**config.mk**
```make
export PLATFORM = sky130hd
export DESIGN_NAME = rsi_place_flat
export DESIGN_NICKNAME = d
export VERILOG_FILES = /design/src/rtl/rsi_pkg.sv /design/src/rtl/rsi_out_if.sv /design/src/rtl/rsi_place.sv /design/src/flat_wrapper.sv
export SDC_FILE = /design/constraint.sdc
export NUM_CORES = 1
export LEC_CHECK = 0
export BUFFER_PORTS_ARGS = -buffer_cell sky130_fd_sc_hd__buf_2
export CAP_MARGIN = 25
export CORE_MARGIN = 4
export CORE_UTILIZATION = 25
export DETAILED_ROUTE_END_ITERATION = 7
export RECOVER_POWER = 50
export SETUP_SLACK_MARGIN = 0.5
export SYNTH_ARGS = -nofsm -noshare
export SYNTH_HDL_FRONTEND = slang
export SYNTH_SLANG_ARGS = --single-unit
```
**constraint.sdc**
```tcl
create_clock -name clk -period 3.85 [get_ports clk]
set_input_delay 0.1925 -clock clk [delete_from_list [all_inputs] [get_ports clk]]
set_output_delay 0.1925 -clock clk [all_outputs]
set_load 0.01 [all_outputs]
```
**src/rtl/rsi_pkg.sv**
```systemverilog
// shared types for the ray / segment intersection pipeline
// no dependencies; imported by rsi_front, rsi_divider, rsi_place and ray_segment_intersection_top
`default_nettype none

package rsi_pkg;

    // control that travels beside the payload from stage to stage
    typedef struct packed {
        logic valid;
        logic hit;
        logic neg_x;
        logic neg_y;
    } rsi_ctl_t;

endpackage

`default_nettype wire

```
**src/rtl/rsi_out_if.sv**
```systemverilog
// result channel: valid/ready handshake carrying hit flag and crossing point
// no dependencies
`default_nettype none

interface rsi_out_if #(
    parameter int COORD_BITS = 16
);
    logic                         valid;
    logic                         ready;
    logic                         hit;
    logic signed [COORD_BITS-1:0] point_x;
    logic signed [COORD_BITS-1:0] point_y;

    modport source (
        output valid, hit, point_x, point_y,
        input  ready
    );

    modport sink (
        input  valid, hit, point_x, point_y,
        output ready
    );
endinterface

`default_nettype wire

```
**src/rtl/rsi_place.sv**
```systemverilog
// output stage: start point plus signed offset, zeroed on a miss, held for the sink
// depends on rsi_pkg and rsi_out_if
`default_nettype none

module rsi_place #(
    parameter int COORD_BITS = 16
) (
    input  logic                         clk,
    input  logic                         rst_n,
    input  rsi_pkg::rsi_ctl_t            in_ctl,
    output logic                         in_ready,
    input  logic [COORD_BITS:0]          q_x,
    input  logic [COORD_BITS:0]          q_y,
    input  logic signed [COORD_BITS-1:0] base_x,
    input  logic signed [COORD_BITS-1:0] base_y,
    rsi_out_if.source                    result
);
    import rsi_pkg::*;

    localparam int C = COORD_BITS;

    logic         vld_reg;
    logic         hit_reg;
    logic [C-1:0] px_reg, py_reg;
    logic [C-1:0] px_next, py_next;
    logic         rdy;

    assign rdy      = !vld_reg || result.ready;
    assign in_ready = rdy;

    always_comb
    begin
        px_next = '0;
        py_next = '0;
        if (in_ctl.hit)
        begin
            px_next = in_ctl.neg_x ? C'(base_x) - C'(q_x) : C'(base_x) + C'(q_x);
            py_next = in_ctl.neg_y ? C'(base_y) - C'(q_y) : C'(base_y) + C'(q_y);
        end
    end

    always_ff @(posedge clk or negedge rst_n)
    begin
        if (!rst_n)
        begin
            vld_reg <= 1'b0;
        end
        else if (rdy)
        begin
            vld_reg <= in_ctl.valid;
        end
    end

    always_ff @(posedge clk)
    begin
        if (rdy && in_ctl.valid)
        begin
            hit_reg <= in_ctl.hit;
            px_reg  <= px_next;
            py_reg  <= py_next;
        end
    end

    assign result.valid   = vld_reg;
    assign result.hit     = hit_reg;
    assign result.point_x = px_reg;
    assign result.point_y = py_reg;

    a_miss_zero: assert property (@(posedge clk) disable iff (!rst_n)
        result.valid && !result.hit |-> (result.point_x == '0) && (result.point_y == '0))
        else $error("miss with nonzero point");

endmodule

`default_nettype wire

```
**src/flat_wrapper.sv**
```systemverilog
// flat-port wrapper written by rule: the top's interface ports become plain ports
module rsi_place_flat import rsi_pkg::*;
#(
    parameter int COORD_BITS = 16
)
  (clk, rst_n, in_ctl, in_ready, q_x, q_y, base_x, base_y, result_valid, result_hit, result_point_x, result_point_y, result_ready);
  rsi_out_if #(.COORD_BITS(COORD_BITS)) result_i ();
  input  logic clk;
  input  logic rst_n;
  input  rsi_pkg::rsi_ctl_t in_ctl;
  output logic in_ready;
  input  logic [COORD_BITS:0] q_x;
  input  logic [COORD_BITS:0] q_y;
  input  logic signed [COORD_BITS-1:0] base_x;
  input  logic signed [COORD_BITS-1:0] base_y;
  output wire logic [$bits(result_i.valid)-1:0] result_valid;
  output wire logic [$bits(result_i.hit)-1:0] result_hit;
  output wire logic [$bits(result_i.point_x)-1:0] result_point_x;
  output wire logic [$bits(result_i.point_y)-1:0] result_point_y;
  input wire logic [$bits(result_i.ready)-1:0] result_ready;
  assign result_valid = result_i.valid;
  assign result_hit = result_i.hit;
  assign result_point_x = result_i.point_x;
  assign result_point_y = result_i.point_y;
  assign result_i.ready = result_ready;
  rsi_place #(.COORD_BITS(COORD_BITS)) u_core (.clk(clk), .rst_n(rst_n), .in_ctl(in_ctl), .in_ready(in_ready), .q_x(q_x), .q_y(q_y), .base_x(base_x), .base_y(base_y), .result(result_i));
endmodule
```
==> summary.md, run 1 <==
| Metric | Value |
|---|---|
| Outcome | finished with violations |
| Failing checks | capacitance limit, slew limit |
| Post-Route WL | 8.55 mm |
| Clock sinks | 34 |
| Leakage | 1.67 nW |
| Largest stage delay on the critical path | 410 ps |
| H-Tree Depth | 2 |
| Remaining DRCs | 0 |
| CTS hold repair buffers | 1 |
| IO Pins | 108 |
| GRT Total Usage | 0.111 |
| Crit path from | q_y[0] |
| Hold path endpoint | u_core.result.valid |
| CTS clk-pin slew, worst paths | 60 ps |
| Setup tns final | 0 ps |
| CP delay by family, top | simple AND/OR/NAND/NOR gates |
| CTS tree | yes |
| Placed instance count | 629 |
| Most common cell after layout, fill and taps aside | buf_2 |
| Initial DRT Pass Iterations | 4 |
| Worst flop-to-flop path endpoint | u_core.result.point_x[1] |
| PwrDens | 354 nW/µm² |
| Worst skew pair latency | 280 ps |
| Final min period | 2890 ps |
| CP startpoint kind | input port |
| Worst slew pin tran | 1880 ps |
| Postcts setup bufs | 0 |
| Pre-CTS setup slack | 709 ps |
| Initial Utilization | 0.257 |
| Post-synth top flop | edfxtp_1 |
| Post-DP Area | 3970 µm² |
| Sequential area share after synthesis | 0.312 |
| Grt ovf | 0 |
| Flop2flop setup slack | 1460 ps |
| Die Span Y | 122 µm |
| Tcrit/Tclk final | 0.750 |
| Crit Path Max Fanout | 7 |
| Non-filler cells, final | 638 |
| Non-Filler Cell Area, Final | 4080 µm² |
| CTS max path bufs | 2 |
| HP Start | in_ctl[3] |
| Via/cell ratio | 4.55 |
| CP Buf/Inv Count | 2 |
| First-pass GRT wire length | 13.3 mm |
| Largest net degree at the start of global routing | 39 |
| Vias in the first global route | 2,775 |
| N_diodes | 0 |
| Hold path depth | 2 |
| Peak supply drop | 0.137 mV |
| Pins over their slew limit | 34 |
| Synth async-reset ratio | 0.0294 |
| Ratio of cells with drive above 1 in the final layout | 0.178 |
| WS Path Type | in -> reg |
| Cell Chain, Critical Path | buf_2 > inv_1 > ha_1 > nor2b_1 > nand2_1 > nor4_1 > nor2_1 > xnor2_1 > ha_1 > a21oi_1 > o21ai_0 > a31oi_1 > o41ai_1 > xnor2_1 > and2_1 |
| Antenna Violating Nets Remaining | 0 |
| Number of instances resized during post-cts repair | 0 |
| Util after Layout | 0.322 |
| Yosys Warn Count | 0 |
| Layout area overhead | 25.4% |
| Num CTS Buffers | 5 |
| Root buf cell | clkbuf_16 |
| Tot Pwr | 1.45 mW |
| Clock skew | 3.56 ps |
| Peak Freq | 346 MHz |
| Post-DP HPWL | 7.05 mm |
| Total number of vias | 2,905 |
| Worst path required time | 3880 ps |
| WL/cell | 13.4 µm |
| Post-synth EDFFs | 33 |
| FP Rows | 41 |
| Area share of the largest cell type after synthesis | 0.305 |
| Syn nets | 465 |
| Yosys cell types | 48 |
| Arrival time at the worst endpoint | 2920 ps |
| Final setup viols | 0 |
| Area of the mapped netlist | 3250 µm² |
| Synth area leader | edfxtp_1 |
| Port bufs | 105 |
| Hold Path Class | in -> reg |
| DIE AREA | 14,900 µm² |
| WHS | 120 ps |
| Normalized max-slew margin | -0.254 |
| Worst setup EP type | register |
| Most frequent cells in the layout | buf_2 (68), a21oi_1 (47), clkbuf_1 (40), xnor2_1 (38), edfxtp_1 (33) |
| Reg2Reg Depth | 3 |
| RSZ-0062 raised after global routing | no |
| Post-layout net count | 572 |
| Setup ws final | 963 ps |
| CP max-delay cell | nor4_1 |
| Die Wd | 122 µm |
| Total core area | 12,700 µm² |
| RR Startpoint | u_core.result.valid |
| Max cap viols | 1 |
| Hold Fails Final Rpt | 0 |
| Cell count after synthesis | 358 |
| Initial drt markers | 151 |
| Syn Area/Cell | 9.09 µm² |
| Yosys reg bits | 34 |
| RePlAce Congestion | 0.878 |
| Area contributors post-synth | edfxtp_1 (30%), ha_1 (12%), xnor2_1 (10%), a21oi_1 (7.2%), and2_1 (5.2%) |
| Initial antenna violation count | 1 |
area by class of cell:
class / instances / area (µm²)
well taps: 172 / 215
multi-input cells: 300 / 2150
repair buffers: 107 / 493
flip-flops and latches: 34 / 1020
inverters: 17 / 63.8
clock buffers: 8 / 146
fillers: 1362 / 8590
worst register-to-register path: stages (launching register included):
cell      delay (ps)
dfrtp_1          370
nand2b_1         110
and2_0           130
clkbuf_1        1350
report_power, final:
group          internal [mW]  total, mW  switching, mW
Clock                  0.258      0.404          0.147
Sequential             0.463      0.475         0.0115
Combinational          0.248      0.566          0.318
Total                  0.969       1.45          0.476
layer usage:
metal / wire length (µm) / GRT usage / vias up
li1: - / - / 1502
met1: 3990 / 0.149 / 1312
met2: 3990 / 0.180 / 82
met3: 440 / 0.0209 / 7
met4: 116 / 0.0378 / 2
met5: 13 / 0 / -
worst max-delay path by stage:
stage	to	slack [ps]	cells after the start
after floorplan	u_core.result.point_y[14]	1170	13
after global placement	u_core.result.point_y[14]	780	14
after detailed placement	u_core.result.point_y[14]	710	14
after CTS	u_core.result.point_y[14]	980	14
after global routing	u_core.result.point_y[12]	720	14
final	u_core.result.point_y[15]	960	15
kinds of logic (layout without fill, tap and decap cells):
family | Yosys count | after routing | share of synthesized area
AO/OA/AOI/OAI | 96 | 96 | 0.177
flip-flops | 34 | 34 | 0.312
AND/OR/NAND/NOR | 112 | 112 | 0.186
XOR/XNOR | 52 | 52 | 0.142
adder cells (fa/ha/maj) | 34 | 34 | 0.135
multiplexers | 6 | 6 | 0.0188
buffers and inverters | 24 | 132 | 0.0281
cell usage after synthesis, types with 2 or more instances:
library cell,number
nor3_1,11
o211ai_1,2
ha_1,32
clkbuf_1,6
nand2_1,26
nand4_1,2
xnor2_1,38
mux2i_1,5
fa_1,2
nor4_1,2
nand2b_1,4
edfxtp_1,33
and2_1,27
a31oi_1,4
a21o_1,4
nor2b_1,4
o21a_1,2
or4_4,2
nor2_1,24
a21boi_0,3
xor2_1,13
and4b_1,2
o21ai_0,16
o31ai_1,2
o41ai_1,4
a21oi_1,47
inv_1,17
o21bai_1,4
Note: power is estimated with default switching activity, not from simulation.
==> run 2: changes to the inputs <==
clock period = 2.8 ns   (was 3.85 ns; I/O delays follow)
==> run 2 against run 1 <==
Compared with the run above: the run now ends clean; register-to-register slack worse by 310 ps; critical path depth is 5 lower; non-clock buffer count is 30 higher; setup slack worse by 640 ps.
==> summary.md, run 2 (synthesis gave the netlist of run 1 again) <==
| Metric | Value |
|---|---|
| Antenna Violating Nets Remaining | 0 (unchanged) |
| Vias in the first global route | 2,939 (+5.9%) |
| Via/cell ratio | 4.65 (+2.2%) |
| Worst slew pin tran | 1340 ps (-538 ps) |
| DIE AREA | 14,900 µm² (unchanged) |
| Final min period | 2470 ps |
| Arrival time at the worst endpoint | 2500 ps (-420 ps) |
| Remaining DRCs | 0 (unchanged) |
| Post-layout net count | 602 (+5.2%) |
| Hold Fails Final Rpt | 0 (unchanged) |
| Tcrit/Tclk final | 0.883 |
| Outcome | finished clean |
| Root buf cell | clkbuf_16 |
| Post-DP HPWL | 7.20 mm (+2.1%) |
| Crit Path Max Fanout | 15 (+8) |
| IO Pins | 108 (unchanged) |
| Layout area overhead | 44.3% |
| Normalized max-slew margin | 0.104 (+0.359) |
| Clock skew | 7.02 ps (+3.45 ps) |
| N_diodes | 0 (unchanged) |
| Reg2Reg Depth | 3 (unchanged) |
| Clock sinks | 34 (unchanged) |
| Peak Freq | 404 MHz |
| CTS clk-pin slew, worst paths | 60 ps (about the same) |
| Total number of vias | 3,107 (+7.0%) |
| FP Rows | 41 (unchanged) |
| Hold path depth | 2 (unchanged) |
| Worst flop-to-flop path endpoint | u_core.result.point_y[9] |
| Die Span Y | 122 µm (unchanged) |
| Ratio of cells with drive above 1 in the final layout | 0.331 (+0.153) |
| CTS max path bufs | 2 (unchanged) |
| CTS tree | yes |
| Initial Utilization | 0.257 (unchanged) |
| HP Start | in_ctl[3] |
| RSZ-0062 raised after global routing | yes |
| Worst setup EP type | register |
| Peak supply drop | 0.236 mV (+72%) |
| Initial drt markers | 127 (-16%) |
| Post-Route WL | 9.20 mm (+7.6%) |
| H-Tree Depth | 2 (unchanged) |
| Setup ws final | 327 ps (-636 ps) |
| Max cap viols | 0 (-1) |
| Worst path required time | 2830 ps (-1050 ps) |
| RR Startpoint | u_core.result.valid |
| Largest net degree at the start of global routing | 39 (unchanged) |
| Grt ovf | 0 (unchanged) |
| Most common cell after layout, fill and taps aside | buf_2 |
| Setup tns final | 0 ps (unchanged) |
| Leakage | 1.90 nW (+14%) |
| Worst skew pair latency | 270 ps (about the same) |
| PwrDens | 484 nW/µm² (+37%) |
| Most frequent cells in the layout | buf_2 (58), xnor2_1 (38), clkbuf_1 (38), edfxtp_1 (33), a21oi_1 (31) |
| Total core area | 12,700 µm² (unchanged) |
| Pre-CTS setup slack | 15.7 ps (-694 ps) |
| Hold Path Class | in -> reg |
| WS Path Type | in -> reg |
| Hold path endpoint | u_core.result.valid |
| Initial DRT Pass Iterations | 4 (unchanged) |
| Initial antenna violation count | 0 (-1) |
| Num CTS Buffers | 5 (unchanged) |
| Flop2flop setup slack | 1150 ps (-310 ps) |
| Pins over their slew limit | 0 (-100%) |
| First-pass GRT wire length | 13.8 mm (+4.0%) |
| RePlAce Congestion | 0.819 (-6.6%) |
| CP startpoint kind | input port |
| WL/cell | 13.8 µm (+2.8%) |
| Die Wd | 122 µm (unchanged) |
| Final setup viols | 0 (unchanged) |
| GRT Total Usage | 0.113 (+0.00210) |
| Port bufs | 105 (unchanged) |
-- run 2: cell count changes in the layout (fill, tap and decap cells not counted), moves of 5 or more --
cell     delta
buf_2      -10
buf_6       +8
ha_1        -6
buf_4      +29
nand2_1     -5
a21oi_1    -16
a21oi_2    +15
o21ai_0     -5
-- run 2: worst max path at each step --
stage               startpoint                   endpoint  depth (start not counted)
global placement        q_y[5]  u_core.result.point_y[12]                         12
detailed placement      q_y[5]  u_core.result.point_y[12]                         12
finish               in_ctl[1]  u_core.result.point_x[13]                         10
floorplan               q_y[5]  u_core.result.point_y[12]                         11
global route         in_ctl[1]  u_core.result.point_x[13]                         10
CTS                     q_y[0]  u_core.result.point_y[12]                         13
-- run 2: final cells by class --
class | count | area, µm²
clock buffer | 7 | 143
clock inverter | 1 | 30.0
fill | 1321 | 7980
inverter | 17 | 66.3
multi-input combinational | 300 | 2430
sequential | 34 | 1020
tap | 172 | 215
timing repair buffer | 137 | 797
-- run 2: power by group --
part           switching (mW)  internal [mW]
clock                   0.195          0.444
sequential             0.0166          0.636
combinational           0.520          0.463
-- run 2: through the flow --
step	total power, mW	instances	area (µm²)	utilization	hold WS [ps]
finish	2.27	668	4690	0.370	72.0
global route	2.43	668	4690	0.370	80.2
global placement	1.49	634	4130	0.326	-85.3
CTS	2.23	653	4490	0.355	66.1
floorplan	1.24	358	3370	-	-156
detailed placement	1.51	634	4130	0.326	-84.5
-- run 2: metal layers --
| layer | share of wire | track usage |
|---|---|---|
| met5 | 0 | 0 |
| met1 | 0.43 | 0.148 |
| met3 | 0.052 | 0.0214 |
| met4 | 0.0091 | 0.0210 |
| met2 | 0.51 | 0.196 |
-- run 2: critical path: stages --
cell	delay (ps)
clkbuf_1	570
nor2_1	140
xnor2_1	170
ha_1	330
a21oi_1	160
nand2_1	130
a31oi_1	370
o41ai_2	150
xor2_1	170
and2_1	160
-- run 2: repair_timing --
action | 4_1_cts | 5_1_grt
buffers inserted | 10 | 15
endpoints found under the setup margin | 15 | 18
gates resized for setup | 24 | 39
hold endpoints to repair | 1 | 0
hold buffers | 1 | 0
pin swaps | 12 | 33
